<file path="config.mk">
export PLATFORM = sky130hd
export DESIGN_NAME = scalar_kalman_filter_unit
export DESIGN_NICKNAME = d
export VERILOG_FILES = /design/src/hdl/skf_pkg.sv /design/src/hdl/skf_div.sv /design/src/hdl/scalar_kalman_filter_unit.sv
export SDC_FILE = /design/constraint.sdc
export NUM_CORES = 2
export LEC_CHECK = 0
export BUFFER_PORTS_ARGS = -buffer_cell sky130_fd_sc_hd__buf_2
export CORE_ASPECT_RATIO = 2
export CORE_MARGIN = 2
export CORE_UTILIZATION = 60
export DETAILED_ROUTE_END_ITERATION = 12
export HOLD_SLACK_MARGIN = 0.08
export PLACE_DENSITY_LB_ADDON = 0.1
export SLEW_MARGIN = 20
export SYNTH_ARGS = -nofsm -noshare
export SYNTH_HDL_FRONTEND = slang
export SYNTH_SLANG_ARGS = --single-unit
</file>
<file path="constraint.sdc">
create_clock -name clk -period 15.6 [get_ports clk]
set_input_delay 1.56 -clock clk [delete_from_list [all_inputs] [get_ports clk]]
set_output_delay 1.56 -clock clk [all_outputs]
set_load 0.1 [all_outputs]
</file>
<file path="src/hdl/skf_pkg.sv">
// shared types, constants and helpers for the scalar kalman filter unit
package skf_pkg;

  localparam int unsigned DATA_W = 32;
  localparam int unsigned VAR_W = 31;
  localparam int unsigned FRAC_W = 16;
  localparam int unsigned CFG_IDX_W = 3;
  localparam int unsigned QUO_W = DATA_W + FRAC_W;

  localparam logic signed [DATA_W-1:0] Q_ONE = 32'sh0001_0000;

  localparam logic [CFG_IDX_W-1:0] CFG_INIT_ESTIMATE     = 3'd0;
  localparam logic [CFG_IDX_W-1:0] CFG_INIT_VARIANCE     = 3'd1;
  localparam logic [CFG_IDX_W-1:0] CFG_TRANSITION_GAIN   = 3'd2;
  localparam logic [CFG_IDX_W-1:0] CFG_OBSERVATION_GAIN  = 3'd3;
  localparam logic [CFG_IDX_W-1:0] CFG_PROCESS_NOISE     = 3'd4;
  localparam logic [CFG_IDX_W-1:0] CFG_MEASUREMENT_NOISE = 3'd5;

  localparam logic signed [DATA_W-1:0] RST_INIT_ESTIMATE    = 32'sh0000_0000;
  localparam logic [VAR_W-1:0]         RST_INIT_VARIANCE    = 31'd65536;
  localparam logic signed [DATA_W-1:0] RST_TRANSITION_GAIN  = 32'sh0001_0000;
  localparam logic signed [DATA_W-1:0] RST_OBSERVATION_GAIN = 32'sh0001_0000;
  localparam logic [VAR_W-1:0]         RST_PROCESS_NOISE    = 31'd524;
  localparam logic [VAR_W-1:0]         RST_MEASUREMENT_NOISE = 31'd45875;

  typedef struct packed {
    logic signed [DATA_W-1:0] measurement;
    logic                     restart;
  } skf_in_t;

  typedef struct packed {
    logic signed [DATA_W-1:0] estimate;
    logic signed [DATA_W-1:0] variance;
    logic signed [DATA_W-1:0] kalman_gain;
    logic                     divide_fault;
  } skf_out_t;

  typedef struct packed {
    logic                     start;
    logic signed [DATA_W-1:0] numerator;
    logic signed [DATA_W-1:0] denominator;
  } skf_div_req_t;

  typedef struct packed {
    logic                     done;
    logic signed [DATA_W-1:0] quotient;
  } skf_div_rsp_t;

  typedef enum logic [3:0] {
    ST_IDLE,
    ST_X,
    ST_AA,
    ST_P,
    ST_PH,
    ST_DEN,
    ST_DIV,
    ST_INNOV,
    ST_XUP,
    ST_OM,
    ST_PUP,
    ST_DONE
  } skf_state_t;

  typedef enum logic [2:0] {
    DST_NONE,
    DST_X,
    DST_P,
    DST_PH,
    DST_TMP
  } skf_dst_t;

  // clamp a wide signed value into 32 bits
  function automatic logic signed [DATA_W-1:0] sat48(input logic signed [QUO_W-1:0] v);
    logic signed [DATA_W-1:0] r;
    if (v[QUO_W-1:DATA_W-1] == '0 || v[QUO_W-1:DATA_W-1] == '1) begin
      r = v[DATA_W-1:0];
    end else if (v[QUO_W-1]) begin
      r = {1'b1, {(DATA_W-1){1'b0}}};
    end else begin
      r = {1'b0, {(DATA_W-1){1'b1}}};
    end
    return r;
  endfunction

endpackage

</file>
<file path="src/hdl/skf_div.sv">
// radix-2 restoring divider for the q16.16 gain, one quotient bit per cycle
module skf_div (
  input  logic                  clk,
  input  logic                  rst_n,
  input  skf_pkg::skf_div_req_t req,
  output skf_pkg::skf_div_rsp_t rsp
);

  localparam int unsigned CNT_W = $clog2(skf_pkg::QUO_W);

  logic                          busy_r;
  logic                          done_r;
  logic                          neg_r;
  logic [CNT_W-1:0]              cnt_r;
  logic [skf_pkg::QUO_W-1:0]     dq_r;
  logic [skf_pkg::DATA_W-1:0]    d_r;
  logic [skf_pkg::DATA_W-1:0]    rem_r;
  logic [skf_pkg::DATA_W-1:0]    num_abs;
  logic [skf_pkg::DATA_W-1:0]    den_abs;
  logic [skf_pkg::DATA_W:0]      shifted;
  logic [skf_pkg::DATA_W+1:0]    diff;
  logic                          qbit;
  logic signed [skf_pkg::DATA_W-1:0] quo;

  assign num_abs = req.numerator[skf_pkg::DATA_W-1] ? -req.numerator : req.numerator;
  assign den_abs = req.denominator[skf_pkg::DATA_W-1] ? -req.denominator : req.denominator;
  assign shifted = {rem_r, dq_r[skf_pkg::QUO_W-1]};
  assign diff    = {1'b0, shifted} - {2'b00, d_r};
  assign qbit    = !diff[skf_pkg::DATA_W+1];

  always_ff @(posedge clk) begin
    if (!rst_n) begin
      busy_r <= 1'b0;
      done_r <= 1'b0;
      cnt_r  <= '0;
    end else begin
      done_r <= 1'b0;
      if (req.start) begin
        busy_r <= 1'b1;
        cnt_r  <= CNT_W'(skf_pkg::QUO_W - 1);
      end else if (busy_r) begin
        cnt_r <= cnt_r - 1'b1;
        if (cnt_r == '0) begin
          busy_r <= 1'b0;
          done_r <= 1'b1;
        end
      end
    end
  end

  always_ff @(posedge clk) begin
    if (req.start) begin
      neg_r <= req.numerator[skf_pkg::DATA_W-1] ^ req.denominator[skf_pkg::DATA_W-1];
      dq_r  <= {num_abs, {skf_pkg::FRAC_W{1'b0}}};
      d_r   <= den_abs;
      rem_r <= '0;
    end else if (busy_r) begin
      rem_r <= qbit ? diff[skf_pkg::DATA_W-1:0] : shifted[skf_pkg::DATA_W-1:0];
      dq_r  <= {dq_r[skf_pkg::QUO_W-2:0], qbit};
    end
  end

  // saturate the magnitude, then apply the sign
  always_comb begin
    if (dq_r[skf_pkg::QUO_W-1:skf_pkg::DATA_W-1] != '0) begin
      quo = neg_r ? {1'b1, {(skf_pkg::DATA_W-1){1'b0}}} : {1'b0, {(skf_pkg::DATA_W-1){1'b1}}};
    end else begin
      quo = neg_r ? -dq_r[skf_pkg::DATA_W-1:0] : dq_r[skf_pkg::DATA_W-1:0];
    end
  end

  assign rsp.done     = done_r;
  assign rsp.quotient = quo;

  a_start_idle: assert property (@(posedge clk) disable iff (!rst_n)
    req.start |-> !busy_r) else $error("divider restarted while busy");
  a_done_after_last: assert property (@(posedge clk) disable iff (!rst_n)
    busy_r && !req.start && cnt_r == '0 |=> done_r) else $error("divider missed done");
  a_done_not_busy: assert property (@(posedge clk) disable iff (!rst_n)
    done_r |-> !busy_r) else $error("divider done while busy");

endmodule

</file>
<file path="src/hdl/scalar_kalman_filter_unit.sv">
// scalar kalman filter unit: sequencer, shared multiplier and state registers
// When the gain denominator is zero the division is skipped and a divide fault
// is flagged. Nine Q16.16 products run one after another on a single 32x32
// multiplier, each a registered multiply then shift, saturate and add or
// subtract, and the gain division runs in a one-bit-per-cycle divider.
// in_ready is high only while the unit is idle. A finished result is held in
// the output register; the next word may be accepted while it waits, and the
// unit stalls before its own result only if the previous one is still not
// taken. Configuration writes are accepted every cycle and take effect at
// once, so they belong between words while nothing is in flight. Products
// round toward minus infinity and every intermediate value saturates to 32 bits.
module scalar_kalman_filter_unit (
  input  logic                               clk,
  input  logic                               rst_n,
  input  logic                               in_valid,
  output logic                               in_ready,
  input  skf_pkg::skf_in_t                   in_data,
  output logic                               out_valid,
  input  logic                               out_ready,
  output skf_pkg::skf_out_t                  out_data,
  input  logic                               cfg_valid,
  output logic                               cfg_ready,
  input  logic [skf_pkg::CFG_IDX_W-1:0]      cfg_index,
  input  logic [skf_pkg::DATA_W-1:0]         cfg_data
);

  localparam int unsigned W  = skf_pkg::DATA_W;
  localparam int unsigned QW = skf_pkg::QUO_W;

  skf_pkg::skf_state_t state_r, state_nxt;
  logic                phase_r, phase_nxt;

  logic signed [W-1:0]            init_estimate_r;
  logic [skf_pkg::VAR_W-1:0]      init_variance_r;
  logic signed [W-1:0]            transition_gain_r;
  logic signed [W-1:0]            observation_gain_r;
  logic [skf_pkg::VAR_W-1:0]      process_noise_r;
  logic [skf_pkg::VAR_W-1:0]      measurement_noise_r;

  logic signed [W-1:0]   est_r;
  logic signed [W-1:0]   var_r;
  logic signed [W-1:0]   x_r;
  logic signed [W-1:0]   p_r;
  logic signed [W-1:0]   ph_r;
  logic signed [W-1:0]   tmp_r;
  logic signed [W-1:0]   gain_r;
  logic signed [W-1:0]   z_r;
  logic                  fault_r;
  logic signed [2*W-1:0] prod_r;

  logic                 out_valid_r;
  skf_pkg::skf_out_t    out_data_r;

  logic signed [W-1:0]  mul_a;
  logic signed [W-1:0]  mul_b;
  logic signed [W-1:0]  wb_add;
  logic                 wb_sub;
  skf_pkg::skf_dst_t    wb_dst;
  logic                 fault_set;
  logic                 gain_load;
  logic                 out_load;
  logic                 accept;

  logic signed [W-1:0]  qm;
  logic signed [QW-1:0] qm_ext;
  logic signed [QW-1:0] add_ext;
  logic signed [QW-1:0] sum;
  logic signed [W-1:0]  wb_val;

  skf_pkg::skf_div_req_t div_req;
  skf_pkg::skf_div_rsp_t div_rsp;

  skf_div u_div (
    .clk   (clk),
    .rst_n (rst_n),
    .req   (div_req),
    .rsp   (div_rsp)
  );

  assign accept    = in_valid && in_ready;
  assign cfg_ready = 1'b1;

  // product post-processing: shift, saturate, add or subtract, saturate
  assign qm      = skf_pkg::sat48(prod_r[2*W-1:skf_pkg::FRAC_W]);
  assign qm_ext  = QW'(qm);
  assign add_ext = QW'(wb_add);
  assign sum     = wb_sub ? add_ext - qm_ext : add_ext + qm_ext;
  assign wb_val  = skf_pkg::sat48(sum);

  always_comb begin
    state_nxt = state_r;
    phase_nxt = phase_r;
    case (state_r)
      skf_pkg::ST_IDLE: begin
        if (in_valid) begin
          state_nxt = skf_pkg::ST_X;
          phase_nxt = 1'b0;
        end
      end
      skf_pkg::ST_DIV: begin
        if (!phase_r) begin
          if (tmp_r == '0) begin
            state_nxt = skf_pkg::ST_INNOV;
          end else begin
            phase_nxt = 1'b1;
          end
        end else if (div_rsp.done) begin
          state_nxt = skf_pkg::ST_INNOV;
          phase_nxt = 1'b0;
        end
      end
      skf_pkg::ST_DONE: begin
        if (!out_valid_r || out_ready) begin
          state_nxt = skf_pkg::ST_IDLE;
        end
      end
      default: begin
        phase_nxt = !phase_r;
        if (phase_r) begin
          case (state_r)
            skf_pkg::ST_X:     state_nxt = skf_pkg::ST_AA;
            skf_pkg::ST_AA:    state_nxt = skf_pkg::ST_P;
            skf_pkg::ST_P:     state_nxt = skf_pkg::ST_PH;
            skf_pkg::ST_PH:    state_nxt = skf_pkg::ST_DEN;
            skf_pkg::ST_DEN:   state_nxt = skf_pkg::ST_DIV;
            skf_pkg::ST_INNOV: state_nxt = skf_pkg::ST_XUP;
            skf_pkg::ST_XUP:   state_nxt = skf_pkg::ST_OM;
            skf_pkg::ST_OM:    state_nxt = skf_pkg::ST_PUP;
            skf_pkg::ST_PUP:   state_nxt = skf_pkg::ST_DONE;
            default:           state_nxt = skf_pkg::ST_IDLE;
          endcase
        end
      end
    endcase
  end

  always_comb begin
    mul_a     = '0;
    mul_b     = '0;
    wb_add    = '0;
    wb_sub    = 1'b0;
    wb_dst    = skf_pkg::DST_NONE;
    fault_set = 1'b0;
    gain_load = 1'b0;
    out_load  = 1'b0;
    in_ready  = 1'b0;
    div_req.start       = 1'b0;
    div_req.numerator   = ph_r;
    div_req.denominator = tmp_r;
    case (state_r)
      skf_pkg::ST_IDLE: begin
        in_ready = 1'b1;
      end
      skf_pkg::ST_X: begin
        mul_a = transition_gain_r;
        mul_b = est_r;
        wb_dst = phase_r ? skf_pkg::DST_X : skf_pkg::DST_NONE;
      end
      skf_pkg::ST_AA: begin
        mul_a = transition_gain_r;
        mul_b = transition_gain_r;
        wb_dst = phase_r ? skf_pkg::DST_TMP : skf_pkg::DST_NONE;
      end
      skf_pkg::ST_P: begin
        mul_a  = tmp_r;
        mul_b  = var_r;
        wb_add = W'({1'b0, process_noise_r});
        wb_dst = phase_r ? skf_pkg::DST_P : skf_pkg::DST_NONE;
      end
      skf_pkg::ST_PH: begin
        mul_a = p_r;
        mul_b = observation_gain_r;
        wb_dst = phase_r ? skf_pkg::DST_PH : skf_pkg::DST_NONE;
      end
      skf_pkg::ST_DEN: begin
        mul_a  = ph_r;
        mul_b  = observation_gain_r;
        wb_add = W'({1'b0, measurement_noise_r});
        wb_dst = phase_r ? skf_pkg::DST_TMP : skf_pkg::DST_NONE;
      end
      skf_pkg::ST_DIV: begin
        if (!phase_r) begin
          fault_set     = (tmp_r == '0);
          div_req.start = (tmp_r != '0);
        end else begin
          gain_load = div_rsp.done;
        end
      end
      skf_pkg::ST_INNOV: begin
        mul_a  = observation_gain_r;
        mul_b  = x_r;
        wb_add = z_r;
        wb_sub = 1'b1;
        wb_dst = phase_r ? skf_pkg::DST_TMP : skf_pkg::DST_NONE;
      end
      skf_pkg::ST_XUP: begin
        mul_a  = gain_r;
        mul_b  = tmp_r;
        wb_add = x_r;
        wb_dst = phase_r ? skf_pkg::DST_X : skf_pkg::DST_NONE;
      end
      skf_pkg::ST_OM: begin
        mul_a  = gain_r;
        mul_b  = observation_gain_r;
        wb_add = skf_pkg::Q_ONE;
        wb_sub = 1'b1;
        wb_dst = phase_r ? skf_pkg::DST_TMP : skf_pkg::DST_NONE;
      end
      skf_pkg::ST_PUP: begin
        mul_a = tmp_r;
        mul_b = p_r;
        wb_dst = phase_r ? skf_pkg::DST_P : skf_pkg::DST_NONE;
      end
      skf_pkg::ST_DONE: begin
        out_load = !out_valid_r || out_ready;
      end
      default: begin
        in_ready = 1'b0;
      end
    endcase
  end

  // control and state
  always_ff @(posedge clk) begin
    if (!rst_n) begin
      state_r             <= skf_pkg::ST_IDLE;
      phase_r             <= 1'b0;
      out_valid_r         <= 1'b0;
      est_r               <= skf_pkg::RST_INIT_ESTIMATE;
      var_r               <= W'({1'b0, skf_pkg::RST_INIT_VARIANCE});
      init_estimate_r     <= skf_pkg::RST_INIT_ESTIMATE;
      init_variance_r     <= skf_pkg::RST_INIT_VARIANCE;
      transition_gain_r   <= skf_pkg::RST_TRANSITION_GAIN;
      observation_gain_r  <= skf_pkg::RST_OBSERVATION_GAIN;
      process_noise_r     <= skf_pkg::RST_PROCESS_NOISE;
      measurement_noise_r <= skf_pkg::RST_MEASUREMENT_NOISE;
    end else begin
      state_r <= state_nxt;
      phase_r <= phase_nxt;
      if (out_load) begin
        out_valid_r <= 1'b1;
      end else if (out_ready) begin
        out_valid_r <= 1'b0;
      end
      if (accept && in_data.restart) begin
        est_r <= init_estimate_r;
        var_r <= W'({1'b0, init_variance_r});
      end else if (out_load) begin
        est_r <= x_r;
        var_r <= p_r;
      end
      if (cfg_valid && cfg_ready) begin
        case (cfg_index)
          skf_pkg::CFG_INIT_ESTIMATE:     init_estimate_r     <= cfg_data;
          skf_pkg::CFG_INIT_VARIANCE:     init_variance_r     <= cfg_data[skf_pkg::VAR_W-1:0];
          skf_pkg::CFG_TRANSITION_GAIN:   transition_gain_r   <= cfg_data;
          skf_pkg::CFG_OBSERVATION_GAIN:  observation_gain_r  <= cfg_data;
          skf_pkg::CFG_PROCESS_NOISE:     process_noise_r     <= cfg_data[skf_pkg::VAR_W-1:0];
          skf_pkg::CFG_MEASUREMENT_NOISE: measurement_noise_r <= cfg_data[skf_pkg::VAR_W-1:0];
          default: begin
          end
        endcase
      end
    end
  end

  // datapath
  always_ff @(posedge clk) begin
    prod_r <= mul_a * mul_b;
    if (accept) begin
      z_r     <= in_data.measurement;
      fault_r <= 1'b0;
      gain_r  <= '0;
    end
    if (fault_set) begin
      fault_r <= 1'b1;
      gain_r  <= '0;
    end
    if (gain_load) begin
      gain_r <= div_rsp.quotient;
    end
    case (wb_dst)
      skf_pkg::DST_X:   x_r   <= wb_val;
      skf_pkg::DST_P:   p_r   <= wb_val;
      skf_pkg::DST_PH:  ph_r  <= wb_val;
      skf_pkg::DST_TMP: tmp_r <= wb_val;
      default: begin
      end
    endcase
    if (out_load) begin
      out_data_r.estimate     <= x_r;
      out_data_r.variance     <= p_r;
      out_data_r.kalman_gain  <= gain_r;
      out_data_r.divide_fault <= fault_r;
    end
  end

  assign out_valid = out_valid_r;
  assign out_data  = out_data_r;

  a_busy_after_accept: assert property (@(posedge clk) disable iff (!rst_n)
    accept |=> !in_ready) else $error("ready after accepting a word");
  a_div_nonzero: assert property (@(posedge clk) disable iff (!rst_n)
    div_req.start |-> tmp_r != '0) else $error("divider started on zero denominator");
  a_div_done_waiting: assert property (@(posedge clk) disable iff (!rst_n)
    div_rsp.done |-> state_r == skf_pkg::ST_DIV && phase_r)
    else $error("divider result arrived outside the gain step");
  a_fault_zero_gain: assert property (@(posedge clk) disable iff (!rst_n)
    out_valid && out_data.divide_fault |-> out_data.kalman_gain == '0)
    else $error("divide fault with nonzero gain");

endmodule
</file>
==> out/qor.tcl, run 1 <==
set qor(outcome) {stopped before the end}
set qor(lastStage) {5_1_grt}
set qor(tool_error) {[ERROR GRT-0116] Global routing finished with congestion. Check the congestion regions in the DRC Viewer.}
set qor(most_used_standard_cell_by_instance_count_after_synthesis) {nand2_1}
set qor(ctsResizeCount) 0
set qor(grt_util_all_layers_pct) 56.9
set qor(post_synth_xor_area_fraction_pct) 2.80
set qor(cts.hold.buffers_added) 0
set qor(grt_first_pass_wirelength_mm) 471
set qor(ioPinCount) 173
set qor(synth.distinct_cells) 82
set qor(grt_overflow_total) 30
set qor(die_y_um) 484
set qor(post_synth_most_frequent_cells) {nand2_1 (1122), inv_1 (1118), fa_1 (1084)}
set qor(cts.path.max_buffers) 3
set qor(synthesis.nets) 8680
set qor(postSynth.topFlopCell) {dfxtp_1}
set qor(die_width_um) 244
set qor(syn_area_mm2) 0.0692
set qor(synth.top_cell.area_share_pct) 31.3
set qor(yosysSeqAreaShare_pct) 26.0
set qor(clockRootBuffer) {clkbuf_16}
set qor(postSynthRegisterBits) 722
set qor(placement_rows) 176
set qor(netlist_top_cells_area) {fa_1 (31%), edfxtp_1 (15%), dfxtp_1 (11%)}
set qor(initial_core_util_pct) 60.3
set qor(main_combinational_cell_family_by_area_after_synthesis) {adder cells}
set qor(vias_in_the_first_global_route) 62818
set qor(placement.io_buffers) 171
set qor(synth_enable_flop_cells) 354
set qor(dpl.hpwl_mm) 226
set qor(htree_num_levels) 3
set qor(cts_sinks) 722
set qor(largest_net_degree_at_the_start_of_global_routing) 106
set qor(netlist.top_cell.by_area) {fa_1}
set qor(synth_compound_gate_area_share_pct) 12.0
set qor(routabilityCongestion) 1.11
set qor(post_synth_and_or_nand_nor_area_fraction_pct) 13.2
set qor(syn-mean-instance-area_um2) 9.52
set qor(synth.yosys.warnings) 0
set qor(post_synth_inst_count) 7270
set qor(post_synth_mux_area_share_pct) 1.27
set qor(synth-async-reset-ratio_pct) 0
set qor(synth-adder-area-share_pct) 36.4
set qor(postCtsSetupRepairBufs) 0
set qor(clock_buffer_count_from_cts) 68
metrics by stage:
stage / worst slack, ns / hold WS, ns / instance area, um2 / instances
2_1_floorplan: 6.00 / 0.409 / 69200 / 7270
3_5_place_dp: 4.04 / 0.456 / 72100 / 8706
3_3_place_gp: 4.07 / 0.442 / 72000 / 8704
4_1_cts: 4.01 / 0.468 / 74400 / 8830
per-layer routing:
| metal | overflow | GRT usage [%] |
|---|---|---|
| met1 | 0 | 55.3 |
| met5 | 0 | 6.09 |
| met4 | 14 | 57.0 |
| met3 | 0 | 31.5 |
| met2 | 16 | 82.5 |
cell families after synthesis:
kind of cell,Yosys count
buffers and inverters,1528
and+or+nand+nor,2180
muxes,88
AOI/OAI and AO/OA,1163
DFF,722
xor gates and xnor gates,220
other,1
adders and majority gates,1368
==> run 2, diff against run 1 <==
--- a/config.mk
+++ b/config.mk
@@ -6,12 +6,10 @@
 export NUM_CORES = 2
 export LEC_CHECK = 0
 export BUFFER_PORTS_ARGS = -buffer_cell sky130_fd_sc_hd__buf_2
-export CORE_ASPECT_RATIO = 2
 export CORE_MARGIN = 2
-export CORE_UTILIZATION = 60
+export CORE_UTILIZATION = 40
 export DETAILED_ROUTE_END_ITERATION = 12
-export HOLD_SLACK_MARGIN = 0.08
-export PLACE_DENSITY_LB_ADDON = 0.1
+export PLACE_DENSITY_LB_ADDON = 0.15
 export SLEW_MARGIN = 20
 export SYNTH_ARGS = -nofsm -noshare
 export SYNTH_HDL_FRONTEND = slang
==> run 2 against run 1 <==
  * The flow now finishes without violations
  * Synthesized cell count stayed put
  * Area after synthesis stayed put
==> out/qor.tcl, run 2 <==
set qor(cts.hold.buffers_added) 0 ;# unchanged
set qor(synth_enable_flop_cells) 354 ;# unchanged
set qor(post_synth_most_frequent_cells) {nand2_1 (1122), inv_1 (1118), fa_1 (1084)} ;# unchanged
set qor(synth-async-reset-ratio_pct) 0 ;# unchanged
set qor(tritoncts_clock_tree) {built}
set qor(first_pass_iters) 6
set qor(placement.io_buffers) 171 ;# unchanged
set qor(die_y_um) 420 ;# was 484 um
set qor(via_density_per_instance) 5.56
set qor(dpl.hpwl_mm) 193 ;# was 226 mm
set qor(path_clk_slew_ns) 0.06
set qor(final-max-slew-violation-count) 0
set qor(critPathKind) {flip-flop to flip-flop}
set qor(cp_common_cell) {fa_1}
set qor(num-nets-final) 8668
set qor(post-route-cell-area_mm2) 0.0759
set qor(area_delta_synth_final_pct) 9.60
set qor(grt_overflow_total) 0
set qor(synth.distinct_cells) 82 ;# unchanged
set qor(outcome) {completed} ;# was stopped before the end
set qor(layout_common_cells) {nand2_1 (1119), inv_1 (1118), fa_1 (1084), nor2_1 (645), dfxtp_1 (367)}
set qor(initial_core_util_pct) 40.3 ;# was 60.3%
set qor(period_needed_ns) 12.15
set qor(initialDrtViolationCount) 5449
set qor(syn_area_mm2) 0.0692 ;# unchanged
set qor(clock_buffer_count_from_cts) 80 ;# was 68
set qor(core_area_mm2) 0.172
set qor(final.setup.tns_ns) 0
set qor(synth.top_cell.area_share_pct) 31.3 ;# unchanged
set qor(postSynthRegisterBits) 722 ;# unchanged
set qor(layout_worst_path_cycle_share_pct) 77.9
set qor(cts_sinks) 722 ;# unchanged
set qor(ioPinCount) 173 ;# unchanged
set qor(postCtsSetupRepairBufs) 0 ;# unchanged
set qor(drtAntennaViolNets) 0
set qor(clk-insertion-delay-late_ns) 0.71
set qor(worst_path_largest_cell_delay_ns) 1.01
set qor(leakage_power_nw) 33.1
set qor(grt_first_pass_wirelength_mm) 370
set qor(post_route_cells_drive_above_1_share_pct) 7.70
set qor(layout_commonest_cell) {nand2_1}
set qor(placement_rows) 152 ;# was 176
set qor(largest_net_degree_at_the_start_of_global_routing) 94
set qor(syn-mean-instance-area_um2) 9.52 ;# unchanged
set qor(hold_viol) 0
set qor(routedWlPerCell_um) 25.8
set qor(netlist.top_cell.by_area) {fa_1} ;# unchanged
set qor(post_synth_inst_count) 7270 ;# unchanged
set qor(die_width_um) 420 ;# was 244 um
set qor(die_area_mm2) 0.176
set qor(wirelength_mm) 249
set qor(n_fill_cell) 16665
set qor(rsz0062_at_grt) {false}
set qor(max-slew-margin-rel_pct) 20.4
set qor(timing.critical_path.required_ns) 16.24
set qor(postLayoutCoreUtil_pct) 44.2
set qor(ctsResizeCount) 0 ;# unchanged
set qor(synth.yosys.warnings) 0 ;# unchanged
set qor(yosysSeqAreaShare_pct) 26.0 ;# unchanged
set qor(clockRootBuffer) {clkbuf_16} ;# unchanged
set qor(critical_path.slowest_cell) {fa_1}
set qor(htree_num_levels) 3 ;# unchanged
set qor(finalClockSkew_ns) 0.0500
set qor(cp-start-kind) {flip-flop}
set qor(grt_util_all_layers_pct) 28.6
set qor(routabilityCongestion) 0.946 ;# was 1.11
set qor(largest_register_ffs) 97
set qor(dp.cells) 9485 ;# was 8706
set qor(vdd.ir_drop.worst_uv) 98.7
set qor(timing.fmax_mhz) 82.3
set qor(final-setup-viol-count) 0
set qor(stdcell_count) 9646
set qor(worst_path_maximum_fanout) 52
set qor(cp_data_arrival_time_ns) 12.79
set qor(synthesis.nets) 8680 ;# unchanged
set qor(vias_in_the_first_global_route) 54057
set qor(power.density_mw_per_mm2) 117
set qor(timing.max_cap.violations) 0
set qor(cts.path.max_buffers) 3 ;# unchanged
set qor(dpl_cell_area_mm2) 0.0730 ;# was 0.0721 mm2
set qor(postSynth.topFlopCell) {dfxtp_1} ;# unchanged
set qor(netlist_top_cells_area) {fa_1 (31%), edfxtp_1 (15%), dfxtp_1 (11%)} ;# unchanged
set qor(route.vias.total) 53627
set qor(worst-slew-pin-transition_ns) 1.19
set qor(most_used_standard_cell_by_instance_count_after_synthesis) {nand2_1} ;# unchanged
set qor(grt_antenna_before_repair) 21
set qor(cp-end-kind) {flip-flop}
set qor(drc_errors) 0
set qor(min-delay-path-class) {flip-flop to flip-flop}
[run 2: worst paths after layout]
kind	from	end	slack, ns	cells past startpoint
setup / recovery	state_r[0]$_SDFFE_PN0P_	prod_r[63]$_DFF_P_	3.45	33
hold / removal	fault_r$_SDFFE_PP1P_	out_data[0]$_DFFE_PP_	0.46	0
setup reg to reg	state_r[0]$_SDFFE_PN0P_	prod_r[63]$_DFF_P_	3.45	33
hold reg to reg	fault_r$_SDFFE_PP1P_	out_data[0]$_DFFE_PP_	0.46	0
[run 2: layout make-up]
| cell class | count | area [um2] | area share (%) |
|---|---|---|---|
| Antenna cell | 11 | 27.5 | 0.0363 |
| Clock buffer | 105 | 2170 | 2.86 |
| Clock inverter | 44 | 607 | 0.800 |
| Inverter | 1120 | 4200 | 5.54 |
| Multi-Input combinational cell | 5020 | 46000 | 60.6 |
| Sequential cell | 722 | 18000 | 23.7 |
| Tap cell | 2310 | 2890 | 3.81 |
| Timing Repair Buffer | 314 | 1960 | 2.58 |
[run 2: cells by family after synthesis]
group,after synthesis,synth area share [%]
other cells,1,0.00542
compound gates,1163,12.0
xor+xnor,220,2.80
buf+inv,1528,8.33
flops,722,26.0
simple gates,2180,13.2
mux,88,1.27
fa+ha+maj,1368,36.4
[run 2: per-layer routing]
metal  GRT usage, %  vias up  routed length (um)
met5              0        -                  80
met4           9.78       12                9980
met3           5.56      408               22200
met2           42.2     2272              106000
met1           42.0    27575              111000
li1               -    23360                   -
[run 2: through the flow]
| stage | power (mW) | setup WS (ns) | hold WS (ns) |
|---|---|---|---|
| final | 8.89 | 3.45 | 0.461 |
| after floorplan | 5.06 | 6.00 | 0.409 |
| after CTS | 8.83 | 3.53 | 0.453 |
| after detailed placement | 6.79 | 3.54 | 0.446 |
| after global routing | 9.31 | 2.90 | 0.466 |
| after global placement | 6.78 | 3.67 | 0.434 |
[run 2: power breakdown]
part | switching [mW] | internal [mW] | total, mW
Combinational | 2.85 | 1.30 | 4.15
Clock | 0.869 | 1.14 | 2.00
Sequential | 0.330 | 2.41 | 2.74
Total | 4.05 | 4.84 | 8.89
[run 2: worst max-delay path, delay by kind of cell (launching register included)]
family,cells,cell delay (ns)
adder cells (fa/ha/maj),9,5.04
XOR/XNOR,1,0.12
buffers and inverters,8,1.62
flip-flops,1,0.87
AND/OR/NAND/NOR,3,1.41
AO/OA/AOI/OAI,12,2.94
No activity file was read; power rests on OpenSTA's default activity.
